==> config.mk <==
export PLATFORM = sky130hd
export DESIGN_NAME = annexb_nal_stream_parser
export DESIGN_NICKNAME = d
export VERILOG_FILES = /design/src/anxb_pkg.sv /design/src/anxb_front.sv /design/src/anxb_cmd_fifo.sv /design/src/anxb_back.sv /design/src/annexb_nal_stream_parser.sv
export SDC_FILE = /design/constraint.sdc
export NUM_CORES = 1
export LEC_CHECK = 0
export BUFFER_PORTS_ARGS = -buffer_cell sky130_fd_sc_hd__buf_2
export CORE_UTILIZATION = 50
export CTS_CLUSTER_SIZE = 24
export DETAILED_ROUTE_END_ITERATION = 16
export GPL_ROUTABILITY_DRIVEN = 0
export PLACE_DENSITY_LB_ADDON = 0.3
export SYNTH_ARGS = -nofsm -noshare
export SYNTH_HDL_FRONTEND = slang
export SYNTH_SLANG_ARGS = --single-unit
==> constraint.sdc <==
create_clock -name i_clk -period 8.1 [get_ports i_clk]
set_input_delay 1.215 -clock i_clk [delete_from_list [all_inputs] [get_ports i_clk]]
set_output_delay 1.215 -clock i_clk [all_outputs]
set_load 0.02 [all_outputs]
==> src/anxb_pkg.sv <==
// ----------------------------------------------------------------------------
// anxb_pkg
// Types and constants shared by the Annex B NAL stream parser modules.
// ----------------------------------------------------------------------------
package anxb_pkg;

    // Default width of the unit byte counter
    localparam int LENGTH_BITS_DEF = 16;

    // Fixed field widths
    localparam int PAYLOAD_LEN_W = 16;
    localparam int PLI_W         = 24;

    // Depth of the command queue between front and back
    localparam int CMD_DEPTH = 4;

    // Result kinds
    localparam logic [1:0] KIND_HEADER  = 2'd0;
    localparam logic [1:0] KIND_PAYLOAD = 2'd1;
    localparam logic [1:0] KIND_END     = 2'd2;

    // Stream byte codes
    localparam logic [7:0] BYTE_ZERO  = 8'h00;
    localparam logic [7:0] BYTE_START = 8'h01;
    localparam logic [7:0] BYTE_EPB   = 8'h03;

    // Header byte fields
    localparam logic [7:0] HDR_FORBIDDEN_MASK = 8'h80;
    localparam logic [7:0] HDR_REF_IDC_MASK   = 8'h60;
    localparam logic [7:0] HDR_TYPE_MASK      = 8'h1f;
    localparam logic [4:0] UNIT_TYPE_SPS      = 5'd7;

    // Result slots of one command, in emission order
    localparam int SLOT_HDR  = 0;
    localparam int SLOT_Z1   = 1;
    localparam int SLOT_Z2   = 2;
    localparam int SLOT_PAY  = 3;
    localparam int SLOT_END  = 4;
    localparam int NUM_SLOTS = 5;

    typedef struct packed {
        logic [7:0] stream_byte;
        logic       end_of_stream;
    } t_in;

    typedef struct packed {
        logic [1:0]               kind;
        logic [7:0]               data_byte;
        logic                     fz_bit;
        logic [1:0]               ref_idc;
        logic [4:0]               unit_type;
        logic [PAYLOAD_LEN_W-1:0] payload_length;
        logic [PLI_W-1:0]         profile_level_id;
        logic                     run_last;
    } t_out;

    // One classified input byte: which results it causes and their data
    typedef struct packed {
        logic [NUM_SLOTS-1:0]     slots;
        logic [7:0]               pay_byte;
        logic [7:0]               hdr_byte;
        logic [PAYLOAD_LEN_W-1:0] length;
        logic [PLI_W-1:0]         pli;
    } t_cmd;

    // Queue status seen by front and back
    typedef struct packed {
        logic empty;
        logic full;
    } t_fifo_stat;

endpackage

==> src/anxb_front.sv <==
// ----------------------------------------------------------------------------
// anxb_front
// Accepts stream bytes, tracks start codes, zero runs and unit state, and
// turns each byte that causes results into one command for the back end.
// ----------------------------------------------------------------------------
module anxb_front #(
    parameter int LENGTH_BITS = anxb_pkg::LENGTH_BITS_DEF
) (
    input  logic                 i_clk,
    input  logic                 i_rst_n,
    input  logic                 i_in_valid,
    output logic                 o_in_ready,
    input  anxb_pkg::t_in        i_in_data,
    input  anxb_pkg::t_fifo_stat i_fifo_stat,
    output logic                 o_push,
    output anxb_pkg::t_cmd       o_cmd
);
    import anxb_pkg::*;

    logic [1:0]             r_held, n_held;
    logic                   r_inside, n_inside;
    logic                   r_hexp, n_hexp;
    logic [7:0]             r_hdr, n_hdr;
    logic [LENGTH_BITS-1:0] r_cnt, n_cnt;
    logic [PLI_W-1:0]       r_cap, n_cap;
    logic [NUM_SLOTS-1:0]   slots;
    logic [7:0]             in_byte;
    logic                   eos;
    logic                   accept;

    assign in_byte    = i_in_data.stream_byte;
    assign eos        = i_in_data.end_of_stream;
    assign o_in_ready = !i_fifo_stat.full;
    assign accept     = i_in_valid && o_in_ready;

    // Classify the byte and compute the next unit state
    always_comb begin
        n_held   = r_held;
        n_inside = r_inside;
        n_hexp   = r_hexp;
        n_hdr    = r_hdr;
        n_cnt    = r_cnt;
        n_cap    = r_cap;
        slots    = '0;

        if (r_hexp) begin
            n_hdr         = in_byte;
            n_hexp        = 1'b0;
            n_inside      = 1'b1;
            n_cnt         = '0;
            n_cap         = '0;
            n_held        = 2'd0;
            slots[SLOT_HDR] = 1'b1;
        end else if (in_byte == BYTE_ZERO) begin
            if (r_held != 2'd2) begin
                n_held = r_held + 2'd1;
            end
        end else if (in_byte == BYTE_START && r_held == 2'd2) begin
            slots[SLOT_END] = r_inside;
            n_inside = 1'b0;
            n_hexp   = 1'b1;
            n_held   = 2'd0;
        end else if (r_inside) begin
            slots[SLOT_Z1]  = (r_held != 2'd0);
            slots[SLOT_Z2]  = (r_held == 2'd2);
            slots[SLOT_PAY] = !(in_byte == BYTE_EPB && r_held == 2'd2);
            n_held = 2'd0;
        end else begin
            n_held = 2'd0;
        end

        // Advance count and profile capture over the emitted payload bytes
        for (int k = SLOT_Z1; k <= SLOT_PAY; k++) begin
            if (slots[k]) begin
                if (n_cnt < LENGTH_BITS'(3)) begin
                    n_cap = {n_cap[PLI_W-9:0], (k == SLOT_PAY) ? in_byte : BYTE_ZERO};
                end
                if (!(&n_cnt)) begin
                    n_cnt = n_cnt + LENGTH_BITS'(1);
                end
            end
        end

        // Close the unit at end of stream
        if (eos) begin
            if (n_inside) begin
                slots[SLOT_END] = 1'b1;
            end
            n_inside = 1'b0;
            n_hexp   = 1'b0;
            n_held   = 2'd0;
        end
    end

    // Build the command
    always_comb begin
        o_cmd.slots    = slots;
        o_cmd.pay_byte = in_byte;
        o_cmd.hdr_byte = n_hdr;
        o_cmd.length   = PAYLOAD_LEN_W'(n_cnt);
        o_cmd.pli      = ((n_hdr & HDR_TYPE_MASK) == {3'b000, UNIT_TYPE_SPS}
                          && n_cnt >= LENGTH_BITS'(3)) ? n_cap : '0;
    end

    assign o_push = accept && (|slots);

    // Hold unit state
    always_ff @(posedge i_clk) begin
        if (!i_rst_n) begin
            r_held   <= 2'd0;
            r_inside <= 1'b0;
            r_hexp   <= 1'b0;
            r_hdr    <= '0;
            r_cnt    <= '0;
            r_cap    <= '0;
        end else if (accept) begin
            r_held   <= n_held;
            r_inside <= n_inside;
            r_hexp   <= n_hexp;
            r_hdr    <= n_hdr;
            r_cnt    <= n_cnt;
            r_cap    <= n_cap;
        end
    end

    a_hexp_outside: assert property (@(posedge i_clk) disable iff (!i_rst_n)
        !(r_hexp && r_inside))
        else $error("header expected while inside a unit");
    a_held_sat: assert property (@(posedge i_clk) disable iff (!i_rst_n)
        r_held != 2'd3)
        else $error("held zero count past saturation");
    a_no_push_full: assert property (@(posedge i_clk) disable iff (!i_rst_n)
        i_fifo_stat.full |-> !o_push)
        else $error("command pushed into full queue");

endmodule

==> src/anxb_cmd_fifo.sv <==
// ----------------------------------------------------------------------------
// anxb_cmd_fifo
// Short command queue that decouples the front classifier from the back
// result sequencer.
// ----------------------------------------------------------------------------
module anxb_cmd_fifo (
    input  logic                 i_clk,
    input  logic                 i_rst_n,
    input  logic                 i_push,
    input  anxb_pkg::t_cmd       i_cmd,
    input  logic                 i_pop,
    output anxb_pkg::t_cmd       o_head,
    output anxb_pkg::t_fifo_stat o_stat
);
    import anxb_pkg::*;

    localparam int PTR_W = $clog2(CMD_DEPTH);
    localparam int CNT_W = $clog2(CMD_DEPTH + 1);

    t_cmd             r_mem [CMD_DEPTH];
    logic [PTR_W-1:0] r_wr_ptr;
    logic [PTR_W-1:0] r_rd_ptr;
    logic [CNT_W-1:0] r_count;
    logic             do_push;
    logic             do_pop;

    assign o_stat.empty = (r_count == '0);
    assign o_stat.full  = (r_count == CNT_W'(CMD_DEPTH));
    assign do_push      = i_push && !o_stat.full;
    assign do_pop       = i_pop && !o_stat.empty;
    assign o_head       = r_mem[r_rd_ptr];

    // Store pushed commands
    always_ff @(posedge i_clk) begin
        if (do_push) begin
            r_mem[r_wr_ptr] <= i_cmd;
        end
    end

    // Advance pointers and occupancy
    always_ff @(posedge i_clk) begin
        if (!i_rst_n) begin
            r_wr_ptr <= '0;
            r_rd_ptr <= '0;
            r_count  <= '0;
        end else begin
            if (do_push) begin
                r_wr_ptr <= (r_wr_ptr == PTR_W'(CMD_DEPTH - 1)) ? '0 : r_wr_ptr + PTR_W'(1);
            end
            if (do_pop) begin
                r_rd_ptr <= (r_rd_ptr == PTR_W'(CMD_DEPTH - 1)) ? '0 : r_rd_ptr + PTR_W'(1);
            end
            if (do_push && !do_pop) begin
                r_count <= r_count + CNT_W'(1);
            end else if (do_pop && !do_push) begin
                r_count <= r_count - CNT_W'(1);
            end
        end
    end

    a_count_range: assert property (@(posedge i_clk) disable iff (!i_rst_n)
        r_count <= CNT_W'(CMD_DEPTH))
        else $error("queue count out of range");
    a_pop_nonempty: assert property (@(posedge i_clk) disable iff (!i_rst_n)
        i_pop |-> !o_stat.empty)
        else $error("pop from empty queue");
    a_ptr_track: assert property (@(posedge i_clk) disable iff (!i_rst_n)
        (r_count == '0 || r_count == CNT_W'(CMD_DEPTH)) |-> (r_wr_ptr == r_rd_ptr))
        else $error("pointers disagree with count");

endmodule

==> src/anxb_back.sv <==
// ----------------------------------------------------------------------------
// anxb_back
// Expands each queued command into its result beats, one per cycle unless the
// output stalls, and holds them in the output register.
// ----------------------------------------------------------------------------
module anxb_back (
    input  logic                 i_clk,
    input  logic                 i_rst_n,
    input  anxb_pkg::t_cmd       i_head,
    input  anxb_pkg::t_fifo_stat i_fifo_stat,
    output logic                 o_pop,
    output logic                 o_out_valid,
    input  logic                 i_out_ready,
    output anxb_pkg::t_out       o_out_data
);
    import anxb_pkg::*;

    logic [NUM_SLOTS-1:0] r_done;
    logic [NUM_SLOTS-1:0] rem;
    logic [NUM_SLOTS-1:0] sel;
    logic                 last;
    logic                 load;
    logic                 r_out_valid;
    t_out                 r_out;
    t_out                 beat;

    assign rem  = i_fifo_stat.empty ? '0 : (i_head.slots & ~r_done);
    assign sel  = rem & (~rem + NUM_SLOTS'(1));
    assign last = ((rem & ~sel) == '0);
    assign load = (rem != '0) && (!r_out_valid || i_out_ready);
    assign o_pop = load && last;

    // Form the next result beat from the selected slot
    always_comb begin
        beat = '0;
        beat.run_last = last;
        priority if (sel[SLOT_HDR] || sel[SLOT_END]) begin
            beat.kind          = sel[SLOT_HDR] ? KIND_HEADER : KIND_END;
            beat.fz_bit        = |(i_head.hdr_byte & HDR_FORBIDDEN_MASK);
            beat.ref_idc       = i_head.hdr_byte[6:5];
            beat.unit_type     = i_head.hdr_byte[4:0];
            if (sel[SLOT_END]) begin
                beat.payload_length   = i_head.length;
                beat.profile_level_id = i_head.pli;
            end
        end else if (sel[SLOT_PAY]) begin
            beat.kind      = KIND_PAYLOAD;
            beat.data_byte = i_head.pay_byte;
        end else begin
            beat.kind      = KIND_PAYLOAD;
            beat.data_byte = BYTE_ZERO;
        end
    end

    // Track emitted slots and hold the output beat
    always_ff @(posedge i_clk) begin
        if (!i_rst_n) begin
            r_done      <= '0;
            r_out_valid <= 1'b0;
        end else begin
            if (load) begin
                r_out_valid <= 1'b1;
                r_done      <= last ? '0 : (r_done | sel);
            end else if (i_out_ready) begin
                r_out_valid <= 1'b0;
            end
        end
    end

    always_ff @(posedge i_clk) begin
        if (load) begin
            r_out <= beat;
        end
    end

    assign o_out_valid = r_out_valid;
    assign o_out_data  = r_out;

    a_sel_onehot: assert property (@(posedge i_clk) disable iff (!i_rst_n)
        $onehot0(sel))
        else $error("more than one slot selected");
    a_done_subset: assert property (@(posedge i_clk) disable iff (!i_rst_n)
        (r_done != '0) |-> (!i_fifo_stat.empty && ((r_done & ~i_head.slots) == '0)))
        else $error("emitted slots not part of head command");
    a_pop_on_last: assert property (@(posedge i_clk) disable iff (!i_rst_n)
        o_pop |=> (r_done == '0))
        else $error("slot progress kept after pop");

endmodule

==> src/annexb_nal_stream_parser.sv <==
// ----------------------------------------------------------------------------
// annexb_nal_stream_parser
// A byte's command enters the command queue when the byte is accepted; its
// first result is then loaded from the queue head into the output register.
// Throughput: one byte per cycle while the queue has room; the back-end
// sequencer emits a byte's N results (up to 4) one at a time, absorbed by the
// 4-entry command queue; input ready drops while the queue is full. Reset
// (synchronous, active low) clears unit state, the queue and the output valid.
// ----------------------------------------------------------------------------
module annexb_nal_stream_parser #(
    parameter int LENGTH_BITS = anxb_pkg::LENGTH_BITS_DEF
) (
    input  logic           i_clk,
    input  logic           i_rst_n,
    input  logic           i_in_valid,
    output logic           o_in_ready,
    input  anxb_pkg::t_in  i_in_data,
    output logic           o_out_valid,
    input  logic           i_out_ready,
    output anxb_pkg::t_out o_out_data
);
    import anxb_pkg::*;

    t_fifo_stat fifo_stat;
    t_cmd       push_cmd;
    t_cmd       head_cmd;
    logic       push;
    logic       pop;

    // Classify incoming bytes
    anxb_front #(
        .LENGTH_BITS (LENGTH_BITS)
    ) u_front (
        .i_clk       (i_clk),
        .i_rst_n     (i_rst_n),
        .i_in_valid  (i_in_valid),
        .o_in_ready  (o_in_ready),
        .i_in_data   (i_in_data),
        .i_fifo_stat (fifo_stat),
        .o_push      (push),
        .o_cmd       (push_cmd)
    );

    // Queue commands
    anxb_cmd_fifo u_fifo (
        .i_clk   (i_clk),
        .i_rst_n (i_rst_n),
        .i_push  (push),
        .i_cmd   (push_cmd),
        .i_pop   (pop),
        .o_head  (head_cmd),
        .o_stat  (fifo_stat)
    );

    // Emit result beats
    anxb_back u_back (
        .i_clk       (i_clk),
        .i_rst_n     (i_rst_n),
        .i_head      (head_cmd),
        .i_fifo_stat (fifo_stat),
        .o_pop       (pop),
        .o_out_valid (o_out_valid),
        .i_out_ready (i_out_ready),
        .o_out_data  (o_out_data)
    );

endmodule

==> results of run 1 <==
-- through the flow --
step	power, W	worst slack, ps
after floorplan	0.00334	602
after global placement	0.00372	164
after detailed placement	0.00373	35.9
after CTS	0.00545	531
after global routing	0.00563	6.02
final	0.00540	418
-- layout make-up --
type | instances | share of cell area (%)
clock buffers | 57 | 5.63
well taps | 448 | 2.91
flip-flops and latches | 370 | 54.3
inverters | 27 | 0.526
multi-input cells | 807 | 32.2
repair buffers | 117 | 3.68
clock inverters | 12 | 0.799
-- power breakdown --
group | switching [W] | leakage, nW | internal [W]
logic | 0.000788 | 2.47 | 0.000473
clock network | 0.000698 | 0.604 | 0.00103
registers | 0.0000875 | 3.31 | 0.00233
-- how the worst min path moves through the flow --
stage                      from               end  slack (ps)  cells after the start
3_3_place_gp   u_front.r_hdr[5]  u_front.r_hdr[5]         440                      2
5_1_grt        u_front.r_hdr[7]  u_front.r_hdr[7]         480                      2
2_1_floorplan  u_back.r_done[0]  u_back.r_done[0]         430                      2
6_report       u_front.r_hdr[7]  u_front.r_hdr[7]         460                      2
3_5_place_dp   u_front.r_hdr[7]  u_front.r_hdr[7]         450                      2
4_1_cts        u_front.r_hdr[7]  u_front.r_hdr[7]         460                      2
-- flip-flops by register name, summed over array words and instances (netlist names), named ones only --
register,flops
u_front.r_hexp,1
u_front.r_cnt,16
u_back.o_out_data,59
u_front.r_inside,1
u_fifo.r_mem,244
u_front.r_cap,24
u_fifo.r_rd_ptr,2
u_back.r_done,5
u_front.r_hdr,8
u_fifo.r_wr_ptr,2
u_back.o_out_valid,1
u_fifo.r_count,3
u_front.r_held,2
-- worst max-delay path, cell delays in order --
cell      delay [ps]
buf_2            150
or4_4            580
o31ai_4          400
a21o_2           190
mux2_2           200
ha_1             200
nor2b_1          180
mux2i_1          140
nor4_2           690
a31oi_2          280
xnor2_1          360
ha_1             360
nand3_1          160
or3_1            390
o221ai_1         140
a31oi_1          150
a211oi_2         270
inv_2            110
or4_1            500
or4_4            600
o31ai_4          300
buf_12           240
nor2_2            90
-- cells by family after synthesis --
logic type / Yosys count
adders and majority gates: 12
and+or+nand+nor: 457
AOI/OAI and AO/OA: 211
muxes: 90
buffers and inverters: 86
xor gates and xnor gates: 37
DFF: 370
-- synthesized netlist by cell type (all sizes together), types with 15 or more instances --
cell type	count
clkbuf	43
nor2	108
nor2b	78
xnor2	23
a211oi	25
buf	16
and3	15
mux2i	16
nand2	102
nor3	30
nand3	19
inv	27
mux2	17
edfxtp	303
mux4	57
a21oi	60
a22oi	19
nor4	16
dfxtp	67
nand4	20
-- layer usage --
| metal | share of wire (%) | vias up |
|---|---|---|
| li1 | - | 5068 |
| met3 | 6.0 | 106 |
| met4 | 4.5 | 0 |
| met5 | 0 | - |
| met2 | 49 | 475 |
| met1 | 41 | 5506 |
==> flow_metrics.env, run 1 <==
export IMPL_die_w_um=186
export IMPL_slew_headroom_pct=29.2
export IMPL_postCtsSetupBuffers=0
export IMPL_crit_arrival_ps=7930
export IMPL_clk_latency_ps=530
export IMPL_critPathCaptureType="flip-flop"
export IMPL_outcome="completed"
export IMPL_fin_cells=1838
export IMPL_seqCellArea_mm2=0.0104
export IMPL_dp_cells=1769
export IMPL_cts_path_max_buffers=3
export IMPL_use_met1_pct=30.9
export IMPL_rsz0062_at_grt="false"
export IMPL_skew_ps=21.8
export IMPL_syn_area_per_cell_um2=13.5
export IMPL_clock_root_buffer="clkbuf_16"
export IMPL_ys_ff_latch=370
export IMPL_synth_edf_count=303
export IMPL_drt_antenna_violating_nets=0
export IMPL_drive_gt1_share_pct=22.9
export IMPL_fmaxAchievable_ghz=0.130
export IMPL_p_leak_nw=6.39
export IMPL_grt_usage_pct=23.5
export IMPL_synthSimpleGateAreaFrac_pct=14.7
export IMPL_yosysSeqAreaShare_pct=61.4
export IMPL_ys_async_sr_fraction_pct=0
export IMPL_layout_common_cells="edfxtp_1 (303), nand2_1 (102), nor2_1 (93)"
export IMPL_fillCellCount=2657
export IMPL_diodes=0
export IMPL_vias=11200
export IMPL_syn_to_final_growth_pct=13.3
export IMPL_hp_class="flip-flop to flip-flop"
export IMPL_die_area_mm2=0.0347
export IMPL_core_region_area_mm2=0.0334
export IMPL_multi_input_area_mm2=0.00620
export IMPL_gr_total_overflow=0
export IMPL_critPathKind="input port to flip-flop"
export IMPL_synth_xor_area_share_pct=2.04
export IMPL_worstPathMaxFanout=21
export IMPL_syn_num_nets=1288
export IMPL_grt_busiest_layer="met2"
export IMPL_grt_use_met3_pct=3.20
export IMPL_grt_max_degree=66
export IMPL_syn_area_mm2=0.0170
export IMPL_cts_resized=0
export IMPL_dpl_cell_area_mm2=0.0180
export IMPL_num_io_pins=74
export IMPL_grt_pass1_vias=11000
export IMPL_die_height_um=186
export IMPL_holdBufCountCts=0
export IMPL_yosysWarnings=0
export IMPL_synth_top_cell_area_share_pct=53.5
export IMPL_synth_top_area_cell="edfxtp_1"
export IMPL_crit_end="u_fifo.r_mem[3][4]"
export IMPL_grt_pass1_wl_um=63600
export IMPL_maxCapViolCount=0
export IMPL_yosysUniqueCellTypes=89
export IMPL_cts_buffers=38
export IMPL_finalHoldViolations=0
export IMPL_p_per_area_mw_per_mm2=281
export IMPL_final_area_mm2=0.0192
export IMPL_io_buffers=73
export IMPL_vdd_drop_max_v=0.000173
export IMPL_dr_pass1_iters=5
export IMPL_worst_pin_slew_ps=1060
export IMPL_final_common_cell="edfxtp_1"
export IMPL_fin_nets=1386
export IMPL_muxShareOfSynthArea_pct=9.67
export IMPL_synthTopCellsByArea="edfxtp_1 (54%), dfxtp_1 (7.9%), mux4_2 (7.6%)"
export IMPL_hpwl_um=26800
export IMPL_report_final_slew_viol_count=0
export IMPL_start_util_pct=50.8
export IMPL_setup_violations=0
export IMPL_cts_tree="yes"
export IMPL_drcViolationCount=0
export IMPL_drt_total_wl_um=40400
export IMPL_synth_adder_area_share_pct=0.928
export IMPL_clkSinkCount=370
export IMPL_syn_instance_count=1263
export IMPL_startpoint="i_in_data[7]"
export IMPL_fin_hold_ws_ps=457
export IMPL_clk_pin_slew_ps=60
export IMPL_ff2ff_path_depth=24
export IMPL_fin_setup_tns_ps=0
export IMPL_drtIter0Drc=1142
export IMPL_period_share_pct=94.8
export IMPL_rows=67
export IMPL_synth_compound_area_share_pct=9.10
export IMPL_htree_num_levels=2
export IMPL_r2r_start="u_front.r_hexp"
export IMPL_worstSetupStartpointType="input port"
export IMPL_post_route_min_period_ps=7680
export IMPL_worstPathRequired_ps=8350
export IMPL_antenna_found_initial=0
export IMPL_vias_per_cell=6.07
export IMPL_rr_endpoint="u_fifo.r_mem[3][4]"
export IMPL_ys_flop_type="edfxtp_1"
export IMPL_met2_usage_pct=39.3
export IMPL_r2r_slack_ps=590
export IMPL_post_drt_wl_per_cell_um=22.0
export IMPL_final_core_util_pct=57.6
export IMPL_synth_top_family_by_area="simple AND/OR/NAND/NOR gates"
(Power assumes the default switching activity.)
==> run 2: changes to the inputs <==
- CORE_UTILIZATION: 50 -> 40
- REMOVE_ABC_BUFFERS: default -> 1
==> run 2 against run 1 <==
The run now ends with design-rule violations left. Count of clock-buffer cells in the layout shrank 1. Global-route usage decreased by 4.8 points. Sequential cell count unchanged. Clock power hardly changed. Via count down 1.5%. Critical endpoint is now u_fifo.r_mem[0][3]. Largest cell class unchanged.
==> flow_metrics.env, run 2 (synthesis results as in run 1) <==
export IMPL_largest_reg_flops=244
export IMPL_r2r_slack_ps=740
export IMPL_crit_path_frequent_cell="or4_4"
export IMPL_drt_total_wl_um=40100
export IMPL_p_per_area_mw_per_mm2=279
export IMPL_ff2ff_path_depth=27
export IMPL_diodes=0
export IMPL_cts_resized=0
export IMPL_post_place_ws_ps=-46.1
export IMPL_fin_setup_tns_ps=0
export IMPL_post_drt_wl_per_cell_um=20.9
export IMPL_critPathCaptureType="flip-flop"
export IMPL_fillCellCount=3723
export IMPL_holdBufCountCts=0
export IMPL_slew_headroom_pct=28.0
export IMPL_num_io_pins=74
export IMPL_r2r_start="u_front.r_cnt[0]"
export IMPL_die_area_mm2=0.0433
export IMPL_fin_total_pwr_w=0.00539
export IMPL_cpPeakStageDelay_ps=590
export IMPL_critPathKind="input port to flip-flop"
export IMPL_maxCapViolCount=0
export IMPL_fmaxAchievable_ghz=0.133
export IMPL_gr_total_overflow=0
export IMPL_cts_path_max_buffers=3
export IMPL_vdd_drop_max_v=0.000156
export IMPL_worstPathMaxFanout=8
export IMPL_worst_pin_slew_ps=1070
export IMPL_grt_pass1_wl_um=63000
export IMPL_io_buffers=73
export IMPL_cts_buffers=38
export IMPL_rows=75
export IMPL_setup_violations=0
export IMPL_drive_gt1_share_pct=22.8
export IMPL_drcViolationCount=2
export IMPL_cts_tree="yes"
export IMPL_start_util_pct=40.5
export IMPL_skew_ps=14.1
export IMPL_hpwl_um=25600
export IMPL_clk_pin_slew_ps=60
export IMPL_fin_cells=1922
export IMPL_grt_usage_pct=18.7
export IMPL_rr_endpoint="u_fifo.r_mem[0][3]"
export IMPL_syn_to_final_growth_pct=13.7
export IMPL_layout_setup_ws_ps=604
export IMPL_grt_pass1_vias=10800
export IMPL_worstPathRequired_ps=8330
export IMPL_startpoint="i_in_data[6]"
export IMPL_crit_arrival_ps=7730
export IMPL_post_route_min_period_ps=7500
export IMPL_hold_start="u_front.r_hdr[6]"
export IMPL_die_w_um=208
export IMPL_postCtsSetupBuffers=0
export IMPL_crit_slowest_cell="or4_4"
export IMPL_drtIter0Drc=948
export IMPL_min_to="u_front.r_hdr[6]"
export IMPL_critPathBufInv=4
export IMPL_clkSinkCount=370
export IMPL_htree_num_levels=2
export IMPL_finalHoldViolations=0
export IMPL_outcome="finished with violations"
export IMPL_worstSetupStartpointType="input port"
export IMPL_largest_register="u_fifo.r_mem"
export IMPL_dp_cells=1853
export IMPL_final_common_cell="edfxtp_1"
export IMPL_dr_pass1_iters=11
export IMPL_clock_root_buffer="clkbuf_16"
export IMPL_vias=11000
export IMPL_report_final_slew_viol_count=0
export IMPL_clk_latency_ps=530
export IMPL_hp_class="flip-flop to flip-flop"
export IMPL_violations="design-rule violations"
export IMPL_core_region_area_mm2=0.0419
export IMPL_antenna_found_initial=0
export IMPL_drt_antenna_violating_nets=0
export IMPL_cp_top_family="simple AND/OR/NAND/NOR gates"
export IMPL_p_leak_nw=6.37
export IMPL_die_height_um=208
export IMPL_period_share_pct=92.5
export IMPL_min_path_cells=2
export IMPL_grt_max_degree=62
export IMPL_rsz0062_at_grt="false"
export IMPL_fin_nets=1379
export IMPL_vias_per_cell=5.72
export IMPL_layout_common_cells="edfxtp_1 (303), nand2_1 (102), nor2_1 (93)"
-- run 2: stage by stage --
| step | util [%] | area, um^2 | hold slack (ps) |
|---|---|---|---|
| after floorplan | - | 16700 | 428 |
| after global placement | 43.1 | 18100 | 439 |
| after detailed placement | 43.1 | 18100 | 455 |
| after CTS | 46.0 | 19300 | 463 |
| after global routing | 46.1 | 19300 | 500 |
| final | 46.1 | 19300 | 459 |
-- run 2: area by class of cell --
| class | count | area, um^2 | share of cell area, % |
|---|---|---|---|
| repair buffers | 110 | 656 | 3.39 |
| multi-input cells | 807 | 6210 | 32.1 |
| well taps | 539 | 674 | 3.49 |
| clock inverters | 13 | 128 | 0.661 |
| clock buffers | 56 | 1110 | 5.75 |
| inverters | 27 | 101 | 0.525 |
| flip-flops and latches | 370 | 10400 | 54.1 |
-- run 2: report_power, final --
group	internal, W	leakage (nW)	switching, W
clock	0.00102	0.608	0.000698
sequential	0.00233	3.31	0.0000906
combinational	0.000468	2.45	0.000788
-- run 2: tightest hold or removal path: stages (launching register included) --
cell     delay (ps)
dfxtp_1         310
nand2_1          50
a21oi_1          50
-- run 2: worst max path at each step --
| stage | endpoint | depth (start not counted) | slack, ps |
|---|---|---|---|
| after floorplan | u_fifo.r_mem[0][23] | 22 | -270 |
| after global placement | u_fifo.r_mem[0][19] | 24 | 110 |
| after detailed placement | u_fifo.r_mem[1][1] | 23 | -50 |
| after CTS | u_fifo.r_mem[0][1] | 24 | 490 |
| after global routing | u_fifo.r_mem[3][1] | 26 | 170 |
| final | u_fifo.r_mem[0][3] | 25 | 600 |
-- run 2: routing by layer --
| layer | up-vias | track usage (%) | wire length [um] |
|---|---|---|---|
| li1 | 5062 | - | - |
| met1 | 5491 | 25.2 | 17300 |
| met2 | 367 | 31.2 | 19700 |
| met3 | 67 | 2.49 | 2080 |
| met4 | 0 | 6.39 | 1120 |
| met5 | - | 0 | 0 |
